## src/rtl/core/slsm_pkg.sv

```systemverilog
// Shared types and constants for the sorted-list set merge block.
// No dependencies; every module of the block imports this package.
`timescale 1ns / 1ps
`default_nettype none

package slsm_pkg;

	// List storage sizing
	localparam int LIST_DEPTH = 32;
	localparam int ID_WIDTH   = 32;
	localparam int IDX_W      = (LIST_DEPTH > 1) ? $clog2(LIST_DEPTH) : 1;
	localparam int CNT_W      = $clog2(LIST_DEPTH + 1);

	// Command queue between front and back
	localparam int QUEUE_DEPTH = 4;
	localparam int QPTR_W      = $clog2(QUEUE_DEPTH);
	localparam int QCNT_W      = $clog2(QUEUE_DEPTH + 1);

	// Port widths fixed by the interface
	localparam int PORT_ID_W = 32;

	typedef logic [ID_WIDTH-1:0]  word_t;
	typedef logic [PORT_ID_W-1:0] port_id_t;

	// Action codes as they arrive on the input port
	localparam logic [1:0] ACT_FIRST  = 2'd0;
	localparam logic [1:0] ACT_SECOND = 2'd1;
	localparam logic [1:0] ACT_MERGE  = 2'd2;

	// Classified command carried through the queue
	typedef enum logic [1:0] {
		OP_LOAD_FIRST,
		OP_LOAD_SECOND,
		OP_MERGE
	} op_t;

	typedef struct packed {
		op_t   op;
		word_t id;
	} cmd_t;

	// Set operation selected by the mode register
	typedef enum logic [1:0] {
		MODE_UNION     = 2'd0,
		MODE_INTERSECT = 2'd1,
		MODE_DIFF      = 2'd2,
		MODE_SYMDIFF   = 2'd3
	} mode_t;

	// Back end sequencer
	typedef enum logic {
		B_IDLE,
		B_WALK
	} back_state_t;

endpackage

`default_nettype wire

```

## src/rtl/core/sorted_list_set_merge.sv

```systemverilog
// Top level of the sorted-list set merge block.
// Depends on slsm_pkg, slsm_front, slsm_queue and slsm_back.
//
//   channel   handshake                 payload
//   input     start / busy              action, doc_id
//   result    result_strobe (no stall)  result_id, present, last, overflow
//   config    cfg_valid / cfg_ready     set_mode
//
// A load is written to its list as it leaves the queue; the front register sits
// between the input port and the queue. A merge leaves the queue, then walks
// both lists, consuming one element at each step (a matching pair counts
// once), and a closing step emits the last item or the empty marker. busy
// rises only when the four-entry queue and the front register are both
// occupied. Reset clears both lists, the overflow flag and the mode register;
// the receiver cannot stall results.
`timescale 1ns / 1ps
`default_nettype none

module sorted_list_set_merge (
	input  wire logic        clk,
	input  wire logic        arst_n,
	input  wire logic        start,
	output logic             busy,
	input  wire logic [1:0]  action,
	input  wire logic [31:0] doc_id,
	output logic             result_strobe,
	output logic [31:0]      result_id,
	output logic             present,
	output logic             last,
	output logic             overflow,
	input  wire logic        cfg_valid,
	output logic             cfg_ready,
	input  wire logic [1:0]  set_mode
);
	import slsm_pkg::*;

	logic q_push, q_full, q_pop, q_empty;
	cmd_t push_cmd, q_head;

	// The mode register takes every write transfer
	assign cfg_ready = 1'b1;

	slsm_front u_front (
		.clk      (clk),
		.arst_n   (arst_n),
		.start    (start),
		.busy     (busy),
		.action   (action),
		.doc_id   (doc_id),
		.q_full   (q_full),
		.push     (q_push),
		.push_cmd (push_cmd)
	);

	slsm_queue u_queue (
		.clk      (clk),
		.arst_n   (arst_n),
		.push     (q_push),
		.push_cmd (push_cmd),
		.full     (q_full),
		.pop      (q_pop),
		.empty    (q_empty),
		.head     (q_head)
	);

	slsm_back u_back (
		.clk           (clk),
		.arst_n        (arst_n),
		.cfg_we        (cfg_valid && cfg_ready),
		.cfg_mode      (set_mode),
		.q_empty       (q_empty),
		.q_head        (q_head),
		.pop           (q_pop),
		.result_strobe (result_strobe),
		.result_id     (result_id),
		.present       (present),
		.last          (last),
		.overflow      (overflow)
	);

`ifndef SYNTHESIS
	// The empty-run marker is always the final item of its run
	a_marker_last: assert property (@(posedge clk) disable iff (!arst_n)
		result_strobe && !present |-> last)
		else $error("empty marker without last");

	// A run closes with a dequeue cycle before anything else is emitted
	a_gap_after_last: assert property (@(posedge clk) disable iff (!arst_n)
		result_strobe && last |=> !result_strobe)
		else $error("result directly after last item");

	// No marker may follow a member of the same run
	a_no_marker_after_member: assert property (@(posedge clk) disable iff (!arst_n)
		result_strobe && present && !last |=> !(result_strobe && !present))
		else $error("empty marker after a member");
`endif

endmodule

`default_nettype wire

```

## src/rtl/core/slsm_front.sv

```systemverilog
// Front end: takes input items, decodes the action and registers one command.
// Depends on slsm_pkg; feeds slsm_queue.
`timescale 1ns / 1ps
`default_nettype none

module slsm_front (
	input  wire logic            clk,
	input  wire logic            arst_n,
	input  wire logic            start,
	output logic                 busy,
	input  wire logic [1:0]      action,
	input  wire logic [31:0]     doc_id,
	input  wire logic            q_full,
	output logic                 push,
	output slsm_pkg::cmd_t       push_cmd
);
	import slsm_pkg::*;

	logic  valid_s1;
	cmd_t  cmd_s1;
	logic  accept;
	logic  known;
	op_t   dec_op;

	// Decode the action; the unused code is dropped here
	always_comb begin
		known  = 1'b1;
		dec_op = OP_LOAD_FIRST;
		case (action)
			ACT_FIRST:  dec_op = OP_LOAD_FIRST;
			ACT_SECOND: dec_op = OP_LOAD_SECOND;
			ACT_MERGE:  dec_op = OP_MERGE;
			default:    known  = 1'b0;
		endcase
	end

	assign push   = valid_s1 && !q_full;
	assign busy   = valid_s1 && q_full;
	assign accept = start && !busy;

	// Hold the decoded command until the queue takes it
	always_ff @(posedge clk or negedge arst_n) begin
		if (!arst_n) begin
			valid_s1 <= 1'b0;
		end else if (accept) begin
			valid_s1 <= known;
		end else if (push) begin
			valid_s1 <= 1'b0;
		end
	end

	always_ff @(posedge clk) begin
		if (accept) begin
			cmd_s1.op <= dec_op;
			cmd_s1.id <= ID_WIDTH'(doc_id);
		end
	end

	assign push_cmd = cmd_s1;

endmodule

`default_nettype wire

```

## src/rtl/core/slsm_queue.sv

```systemverilog
// Short command queue that decouples the front end from the back end.
// Depends on slsm_pkg.
`timescale 1ns / 1ps
`default_nettype none

module slsm_queue (
	input  wire logic            clk,
	input  wire logic            arst_n,
	input  wire logic            push,
	input  wire slsm_pkg::cmd_t  push_cmd,
	output logic                 full,
	input  wire logic            pop,
	output logic                 empty,
	output slsm_pkg::cmd_t       head
);
	import slsm_pkg::*;

	cmd_t              slot_q [QUEUE_DEPTH];
	logic [QPTR_W-1:0] wr_ptr_q;
	logic [QPTR_W-1:0] rd_ptr_q;
	logic [QCNT_W-1:0] fill_q;

	assign full  = (fill_q == QCNT_W'(QUEUE_DEPTH));
	assign empty = (fill_q == '0);
	assign head  = slot_q[rd_ptr_q];

	// Advance pointers and fill count on each transfer
	always_ff @(posedge clk or negedge arst_n) begin
		if (!arst_n) begin
			wr_ptr_q <= '0;
			rd_ptr_q <= '0;
			fill_q   <= '0;
		end else begin
			if (push) begin
				wr_ptr_q <= wr_ptr_q + QPTR_W'(1);
			end
			if (pop) begin
				rd_ptr_q <= rd_ptr_q + QPTR_W'(1);
			end
			if (push && !pop) begin
				fill_q <= fill_q + QCNT_W'(1);
			end else if (pop && !push) begin
				fill_q <= fill_q - QCNT_W'(1);
			end
		end
	end

	always_ff @(posedge clk) begin
		if (push) begin
			slot_q[wr_ptr_q] <= push_cmd;
		end
	end

endmodule

`default_nettype wire

```

## src/rtl/core/slsm_back.sv

```systemverilog
// Back end: list storage, load execution and the two-pointer merge walk.
// Depends on slsm_pkg; takes commands from slsm_queue.
`timescale 1ns / 1ps
`default_nettype none

module slsm_back (
	input  wire logic            clk,
	input  wire logic            arst_n,
	input  wire logic            cfg_we,
	input  wire logic [1:0]      cfg_mode,
	input  wire logic            q_empty,
	input  wire slsm_pkg::cmd_t  q_head,
	output logic                 pop,
	output logic                 result_strobe,
	output logic [31:0]          result_id,
	output logic                 present,
	output logic                 last,
	output logic                 overflow
);
	import slsm_pkg::*;

	back_state_t state_q, state_d;
	mode_t       mode_q;

	word_t mem_a [LIST_DEPTH];
	word_t mem_b [LIST_DEPTH];
	word_t rd_a_q, rd_b_q;

	logic [CNT_W-1:0] cnt_a_q, cnt_b_q;
	logic [CNT_W-1:0] ptr_a_q, ptr_b_q;
	logic [CNT_W-1:0] ptr_a_d, ptr_b_d;
	logic             ovf_q;
	logic             pend_vld_q;
	word_t            pend_id_q;

	logic  a_has, b_has, a_lt, b_lt, eq, done;
	logic  take_a, take_b, take_both, adv_a, adv_b;
	logic  keep_a, keep_b, keep_both, keep;
	word_t cand_id;

	logic  wr_a, wr_b, set_ovf, clear_run;
	logic  emit, emit_present, emit_last, pend_load;
	word_t emit_id;

	// Which walk outcomes the selected set operation keeps
	assign keep_a    = (mode_q != MODE_INTERSECT);
	assign keep_b    = (mode_q == MODE_UNION) || (mode_q == MODE_SYMDIFF);
	assign keep_both = (mode_q == MODE_UNION) || (mode_q == MODE_INTERSECT);

	// One step of the two-pointer walk
	assign a_has     = (ptr_a_q < cnt_a_q);
	assign b_has     = (ptr_b_q < cnt_b_q);
	assign a_lt      = (rd_a_q < rd_b_q);
	assign b_lt      = (rd_b_q < rd_a_q);
	assign eq        = (rd_a_q == rd_b_q);
	assign take_a    = a_has && (!b_has || a_lt);
	assign take_b    = b_has && (!a_has || b_lt);
	assign take_both = a_has && b_has && eq;
	assign adv_a     = take_a || take_both;
	assign adv_b     = take_b || take_both;
	assign done      = !a_has && !b_has;
	assign keep      = (take_a && keep_a) || (take_b && keep_b) || (take_both && keep_both);
	assign cand_id   = take_b ? rd_b_q : rd_a_q;

	// Next state
	always_comb begin
		state_d = state_q;
		case (state_q)
			B_IDLE: begin
				if (!q_empty && q_head.op == OP_MERGE) begin
					state_d = B_WALK;
				end
			end
			B_WALK: begin
				if (done) begin
					state_d = B_IDLE;
				end
			end
			default: state_d = B_IDLE;
		endcase
	end

	// Sequencer outputs
	always_comb begin
		pop          = 1'b0;
		wr_a         = 1'b0;
		wr_b         = 1'b0;
		set_ovf      = 1'b0;
		clear_run    = 1'b0;
		emit         = 1'b0;
		emit_present = 1'b1;
		emit_last    = 1'b0;
		emit_id      = pend_id_q;
		pend_load    = 1'b0;
		ptr_a_d      = '0;
		ptr_b_d      = '0;
		case (state_q)
			B_IDLE: begin
				pop = !q_empty;
				if (!q_empty) begin
					case (q_head.op)
						OP_LOAD_FIRST: begin
							wr_a    = (cnt_a_q < CNT_W'(LIST_DEPTH));
							set_ovf = !wr_a;
						end
						OP_LOAD_SECOND: begin
							wr_b    = (cnt_b_q < CNT_W'(LIST_DEPTH));
							set_ovf = !wr_b;
						end
						default: ;
					endcase
				end
			end
			B_WALK: begin
				if (done) begin
					// flush the held member as the final one, or the empty marker
					emit         = 1'b1;
					emit_last    = 1'b1;
					emit_present = pend_vld_q;
					emit_id      = pend_vld_q ? pend_id_q : '0;
					clear_run    = 1'b1;
				end else begin
					ptr_a_d   = ptr_a_q + CNT_W'(adv_a);
					ptr_b_d   = ptr_b_q + CNT_W'(adv_b);
					pend_load = keep;
					emit      = keep && pend_vld_q;
				end
			end
			default: ;
		endcase
	end

	// Control registers
	always_ff @(posedge clk or negedge arst_n) begin
		if (!arst_n) begin
			state_q       <= B_IDLE;
			mode_q        <= MODE_UNION;
			cnt_a_q       <= '0;
			cnt_b_q       <= '0;
			ptr_a_q       <= '0;
			ptr_b_q       <= '0;
			ovf_q         <= 1'b0;
			pend_vld_q    <= 1'b0;
			result_strobe <= 1'b0;
		end else begin
			state_q       <= state_d;
			ptr_a_q       <= ptr_a_d;
			ptr_b_q       <= ptr_b_d;
			result_strobe <= emit;
			if (cfg_we) begin
				mode_q <= mode_t'(cfg_mode);
			end
			if (wr_a) begin
				cnt_a_q <= cnt_a_q + CNT_W'(1);
			end
			if (wr_b) begin
				cnt_b_q <= cnt_b_q + CNT_W'(1);
			end
			if (set_ovf) begin
				ovf_q <= 1'b1;
			end
			if (pend_load) begin
				pend_vld_q <= 1'b1;
			end
			if (clear_run) begin
				cnt_a_q    <= '0;
				cnt_b_q    <= '0;
				ovf_q      <= 1'b0;
				pend_vld_q <= 1'b0;
			end
		end
	end

	// Hold the latest kept member; drive the result registers
	always_ff @(posedge clk) begin
		if (pend_load) begin
			pend_id_q <= cand_id;
		end
		if (emit) begin
			result_id <= PORT_ID_W'(emit_id);
			present   <= emit_present;
			last      <= emit_last;
			overflow  <= ovf_q;
		end
	end

	// List memories: one write and one registered read each
	always_ff @(posedge clk) begin
		if (wr_a) begin
			mem_a[cnt_a_q[IDX_W-1:0]] <= q_head.id;
		end
		rd_a_q <= mem_a[ptr_a_d[IDX_W-1:0]];
	end

	always_ff @(posedge clk) begin
		if (wr_b) begin
			mem_b[cnt_b_q[IDX_W-1:0]] <= q_head.id;
		end
		rd_b_q <= mem_b[ptr_b_d[IDX_W-1:0]];
	end

endmodule

`default_nettype wire

```

## config.mk

```make
export PLATFORM = sky130hd
export DESIGN_NAME = sorted_list_set_merge
export DESIGN_NICKNAME = d
export VERILOG_FILES = /design/src/rtl/core/slsm_pkg.sv /design/src/rtl/core/sorted_list_set_merge.sv /design/src/rtl/core/slsm_front.sv /design/src/rtl/core/slsm_queue.sv /design/src/rtl/core/slsm_back.sv
export SDC_FILE = /design/constraint.sdc
export NUM_CORES = 2
export LEC_CHECK = 0
export BUFFER_PORTS_ARGS = -buffer_cell sky130_fd_sc_hd__buf_2
export CORE_ASPECT_RATIO = 0.7
export CORE_MARGIN = 3
export CORE_UTILIZATION = 63
export CTS_CLUSTER_SIZE = 10
export DETAILED_ROUTE_END_ITERATION = 8
export PLACE_DENSITY_LB_ADDON = 0.12
export SLEW_MARGIN = 20
export SYNTH_ARGS = -nofsm -noshare
export SYNTH_HDL_FRONTEND = slang
export SYNTH_SLANG_ARGS = --single-unit
```

## constraint.sdc

```tcl
create_clock -name clk -period 5.7 [get_ports clk]
set_clock_uncertainty 0.1 [all_clocks]
set_input_delay 1.71 -clock clk [delete_from_list [all_inputs] [get_ports clk]]
set_output_delay 1.71 -clock clk [all_outputs]
set_load 0.005 [all_outputs]
```

Word-level counts from Yosys, hierarchy flattened
Memory sizes are Yosys's and may differ from the RTL's. A register that Yosys moved wholly into a read port is not among the register bits.
Cells that the tools add are included.

cells by class
  $add $sub $neg = 8
  $lt $le $gt $ge = 6
  equality and inequality tests = 9
  multiplexer cells = 47
  bitwise operators = 1
  reduce and logical (&&, ||, !) cells = 44

operators with widths
  cell                   number
  $mux W32               4
  $lt A32 B32 Y1         2
  $mux W6                8
  $eq A32 B32 Y1         1
  $mux W1                30
  $logic_and A1 B1 Y1    15
  $add A6 B1 Y6          2
  $add A6 B1 Y6 const B  2
  $lt A6 B6 Y1           2
  $lt A6 B6 Y1 const B   2
  $reduce_bool A2 Y1     6
  $logic_not A1 Y1       9
  $logic_or A1 B1 Y1     8
  $eq A2 B1 Y1 const B   3
  $eq A2 B2 Y1 const B   3
  $logic_not A2 Y1       3
  $mux W3                2
  $add A2 B1 Y2 const B  2
  $pmux W1 S2            2
  $pmux W2 S2            1
  $add A3 B1 Y3 const B  1
  $eq A3 B3 Y1 const B   1
  $logic_not A3 Y1       1
  $reduce_or A3 Y1       1
  other kinds (4)        4

word-level totals
  bits in registers = 139
  RAM bits = 2184
  bits of input ports = 40
  output and inout port bits = 38
  word-level logic and storage cells = 138
  memories kept = 3

memory list
  memory          depth  width  rd ports  clocked after Yosys merged registers in  write ports  line              source
  u_back.mem_a    32     32     1         1                                        1            slsm_back.sv:25   word_t mem_a [LIST_DEPTH];
  u_back.mem_b    32     32     1         1                                        1            slsm_back.sv:26   word_t mem_b [LIST_DEPTH];
  u_queue.slot_q  4      34     1         0                                        1            slsm_queue.sv:18  cmd_t slot_q [QUEUE_DEPTH];

Logic depth before layout (Yosys ltp)
  depth in word-level cells = 11
  gate-level depth with buffers = 21
  gate-level depth less buffers = 18

Hierarchy
A second synthesis with hierarchy kept.

second synthesis, totals
  cells, all modules = 5711
  area total of the unflattened synthesis = 93285.7 µm²

modules (own cells, without submodules)
  module                 times used  cells each  area each (µm²)  seq. area each (µm²)
  slsm_back              1           5455        86829.5          65542.9
  slsm_queue             1           212         5353.9           4259.1
  slsm_front             1           42          1091.0           1046.0
  sorted_list_set_merge  1           2           11.3             0.0

Least setup slack after synthesis
OpenSTA, ideal clock, no wires.

  kind = reg2reg
  start point = reg u_back.cnt_a_q[2]
  end point = reg u_back.last, enable pin
  library setup time = 0.450 ns
  arrival time = 3.779 ns
  data required time = 5.150 ns
  slack = 1.371 ns
  stages on the path, launching flop included = 10
  path buffers = 2
  period minus slack after synthesis = 4.329 ns
  cell sequence = dfrtp_1 inv_1 ha_1 a21o_1 a31oi_1 o21a_1 buf_4 buf_2 a31oi_1 a31oi_1

between the ends
  word-level cells in the longest chain between the ends = 10
  elaborated cells on any way between the ends = 16
  classes of those cells = order compare: 1; mux: 2; reduce/logical: 13

ends and longest elaborated chain
  element                          line                              source
  start, declared                  slsm_back.sv:29                   logic [CNT_W-1:0] cnt_a_q, cnt_b_q;
  start signal, assigned           slsm_back.sv:154                  cnt_a_q <= cnt_a_q + CNT_W'(1);
  $lt A6 B6 Y1 *                   slsm_back.sv:51                   assign a_has = (ptr_a_q < cnt_a_q);
  $logic_not A1 Y1                 slsm_back.sv:57, slsm_back.sv:61
  $logic_or A1 B1 Y1               slsm_back.sv:57                   assign take_b = b_has && (!a_has || b_lt);
  $logic_and A1 B1 Y1              slsm_back.sv:57
  $logic_and A1 B1 Y1              slsm_back.sv:62                   assign keep = (take_a && keep_a) || (take_b && keep_b) || (take_both && keep_both);
  $logic_or A1 B1 Y1 (2 in a row)  slsm_back.sv:62
  $logic_and A1 B1 Y1              slsm_back.sv:126                  emit = keep && pend_vld_q;
  $mux W1 *                        slsm_back.sv:115                  if (done) begin
  $mux W1 *                        slsm_back.sv:97                   case (state_q)
  named net u_back.emit            slsm_back.sv:42                   logic emit, emit_present, emit_last, pend_load;
  end signal, assigned             slsm_back.sv:182                  last <= emit_last;
  end, declared                    slsm_back.sv:17                   output logic last,

The timed path passes the listed nets; every way through them passes the cells marked *.
A chain may end at the register's enable or synchronous reset.

Worst setup path in the final report
  start point = reg u_back.rd_a_q[3], read port of u_back.mem_a
  end point = reg u_back.rd_b_q[8], read port of u_back.mem_b

between the ends
  word-level cells in the longest chain between the ends = 7
  elaborated cells on any way between the ends = 9
  classes of those cells = add/sub: 1; order compare: 1; eq/ne: 1; mux: 2; reduce/logical: 4

ends and longest elaborated chain
  element               line              source
  start, declared       slsm_back.sv:27   word_t rd_a_q, rd_b_q;
  $lt A32 B32 Y1        slsm_back.sv:54   assign b_lt = (rd_b_q < rd_a_q);
  $logic_or A1 B1 Y1    slsm_back.sv:57
  $logic_and A1 B1 Y1   slsm_back.sv:57
  $logic_or A1 B1 Y1 *  slsm_back.sv:60   assign adv_b = take_b || take_both;
  $add A6 B1 Y6 *       slsm_back.sv:124  ptr_b_d = ptr_b_q + CNT_W'(adv_b);
  $mux W6 *             slsm_back.sv:115
  $mux W6 *             slsm_back.sv:97
  end, declared         slsm_back.sv:27

Every way passes the cells marked *; elsewhere a longest branch is shown, timed or not.

==> metrics.yaml <==
clock_tree:
  cts_buffers: 289
  clock_path_buffers: 4
  clkTransAtPathRegs_ps: 50
  cts_sinks: 2387
  clock_latency_ps: 910
  clock-root-buffer: "clkbuf_16"
  htreeDepth: 5
  postCtsSetupBuffers: 0
  post_cts_resize_count: 0
  cts_hold_buf: 0
  cts_tree: "done"
status:
  outcome: "completed"
placed_design:
  place_hpwl_um: 157000
  post-place-ws_ps: 532
  gp_congestion: 0.979
  dp_cells: 7720
  port_buffers: 76
logic_synthesis:
  synth_area_leader_cell: "edfxtp_1"
  syn_inst: 5783
  syn_area_per_cell_sq_um: 16.0
  synth_seq_cells: 2387
  synth_fp_nets: 5885
  yosys_most_used_dff: "edfxtp_1"
  yosys-top-cells-area: "edfxtp_1 74%, mux2i_1 4.2%, nand2_1 2.8%"
  syn_area_sq_um: 92600
  ys_seq_area_share_pct: 76.5
  synth-edff-count: 2285
  async_flop_share_pct: 1.59
  yosysMostFrequentCell: "edfxtp_1"
  synth_warnings: 0
  synth_common_cells: "2285 x edfxtp_1, 687 x nand2_1, 391 x mux2i_1"
  yosysUniqueCellTypes: 73
  synth_top_area_share_pct: 74.1
floorplan:
  dieHeight_um: 327
  core_sq_um: 146000
  fp.dieW_um: 464
  start_util_pct: 63.6
  dieArea_sq_um: 152000
  num_rows: 117
  ios: 78
global_route:
  grt_pass1_wl_um: 378000
  grt_pass1_vias: 52400
  grt_max_degree: 111
  overflow: 0
  antenna_found_initial: 19
  track_usage_pct: 34.9
sta:
  fmax_ghz: 0.187
  rsz0062_at_grt: "no"
  setup-violations-final: 0
  finalCritPeriodShare_pct: 93.6
  slew_headroom_pct: 24.1
  tns_ps: 0
  period_needed_ps: 5340
  finalHoldViolations: 0
  worst_slew_pin_slew_ps: 1140
  fin_ws_ps: 365
  worst_hold_slack_ps: 394
  report.final.slew_viol_count: 0
route:
  vias: 55500
  first_iter_violations: 9773
  drc: 0
  drtPass1Iterations: 8
  post_drt_wl_per_cell_um: 32.9
  drt.antenna.violating_nets: 0
  wirelength_um: 266000
  vias_per_cell: 6.85
setup_path:
  worstRegToRegCells: 15
  crit_arrival_ps: 5920
  cp.required_ps: 6290
  timing.rr.end: "u_back.rd_b_q[8]"
  cp-start-kind: "flip-flop"
  path_class: "flip-flop to flip-flop"
  cp_max_fo: 9
  rrSetupSlack_ps: 360
  critical_path.endpoint: "u_back.rd_b_q[8]"
  crit_path_end_kind: "flip-flop"
  r2r_start: "u_back.rd_a_q[3]"
  startpoint: "u_back.rd_a_q[3]"
hold_path:
  worstHoldPathType: "flip-flop to flip-flop"
  hold_depth: 0
power_and_ir_drop:
  p_total_uw: 63500
  power_density_nw_per_um2: 605
  leakage_uw: 0.0350
  peakVddDrop_uv: 1030
layout:
  final_cells: 8098
  area_growth_pct: 13.4
  n_fill_cell: 8982
  nets: 6158
  layout-drive-gt1-share_pct: 14.6
run:
  cap_violations: 0
==> layout make-up <==
cell class | instances | area (sq um) | area share (%)
Multi-Input combinational cell | 2960 | 20700 | 19.7
Tap cell | 1963 | 2460 | 2.34
Timing Repair Buffer | 349 | 3080 | 2.93
Clock inverter | 5 | 43.8 | 0.0417
Sequential cell | 2387 | 70800 | 67.5
Inverter | 69 | 268 | 0.255
Clock buffer | 361 | 7630 | 7.26
Antenna cell | 4 | 10.0 | 0.00953
==> where the power goes <==
| part | internal [uW] | switching [uW] | leakage (uW) |
|---|---|---|---|
| logic | 6890 | 16800 | 0.00965 |
| clock network | 9240 | 6430 | 0.00374 |
| registers | 23700 | 480 | 0.0216 |
| total | 39800 | 23700 | 0.0350 |
==> layout by cell type (no fill, tap or decap), drive strengths merged, types with 38 or more instances in the layout <==
cell type     n
dfrtp        38
ha           61
o221ai       90
mux2i       391
or3          50
nand4        38
a21oi       281
nand2       691
mux2         74
a22oi        62
o21ai       137
buf         349
nand3       178
o2bb2ai      60
dfxtp        64
clkbuf      361
o211ai       97
edfxtp     2285
nor2b        65
a211oi       64
inv          72
a31oi       107
a32oi        88
nor2        140
==> registers in the layout, summed over array words and instances (netlist names), 2 cells and up <==
register          cells
u_back.mode_q         2
u_back.pend_id_q     32
u_queue.rd_ptr_q      2
u_back.rd_b_q        32
u_back.cnt_a_q        6
u_queue.wr_ptr_q      2
u_back.rd_a_q        32
u_queue.fill_q        3
u_front.push_cmd     34
u_back.ptr_b_q        6
u_back.mem_b       1024
u_queue.slot_q      136
u_back.result_id     32
u_back.mem_a       1024
u_back.cnt_b_q        6
u_back.ptr_a_q        6
==> kinds of logic after synthesis <==
kind of cell | after synthesis | share of synthesized area [%]
AOI/OAI and AO/OA | 1158 | 8.79
and+or+nand+nor | 1213 | 5.70
muxes | 501 | 6.00
DFF | 2387 | 76.5
other | 1 | 0.00405
adders and majority gates | 62 | 0.846
xor gates and xnor gates | 25 | 0.236
buffers and inverters | 436 | 1.94
==> worst max-delay path: stages, from the launching register on <==
cell	delay [ps]
dfxtp_1	580
ha_1	330
a21o_1	170
o21ai_0	150
o2111ai_1	210
a21oi_1	300
buf_4	180
a31oi_1	120
ha_4	190
ha_2	410
inv_1	230
a31oi_2	780
buf_4	280
o221ai_1	120
or3_1	340
a32oi_1	620
==> through the flow <==
step                      instance area [sq um]  utilization [%]
final                                    105000             72.1
after global routing                     105000             72.1
after CTS                                105000             72.0
after detailed placement                  97200             66.7
after global placement                    97000             66.6
after floorplan                           92600                -
==> how the worst min path moves through the flow <==
stage / start / endpoint / slack [ps]
floorplan: u_back.ovf_q / u_back.overflow / 330
global placement: u_front.push_cmd[29] / u_queue.slot_q[0][29] / 380
detailed placement: u_front.push_cmd[28] / u_queue.slot_q[0][28] / 380
CTS: u_front.push_cmd[28] / u_queue.slot_q[0][28] / 390
global route: u_front.push_cmd[21] / u_queue.slot_q[1][21] / 420
finish: u_front.push_cmd[28] / u_queue.slot_q[0][28] / 390
==> metal layers <==
layer  wire (um)  vias to the layer above  track usage, %  share of wire (%)
li1            -                    23200               -                  -
met5          61                        -               0              0.023
met2      108000                     3992            45.7                 40
met3       44200                      501            14.7                 17
met4       10000                       12            12.6                3.8
met1      104000                    27800            52.5                 39
No activity file was read; power rests on OpenSTA's default activity.
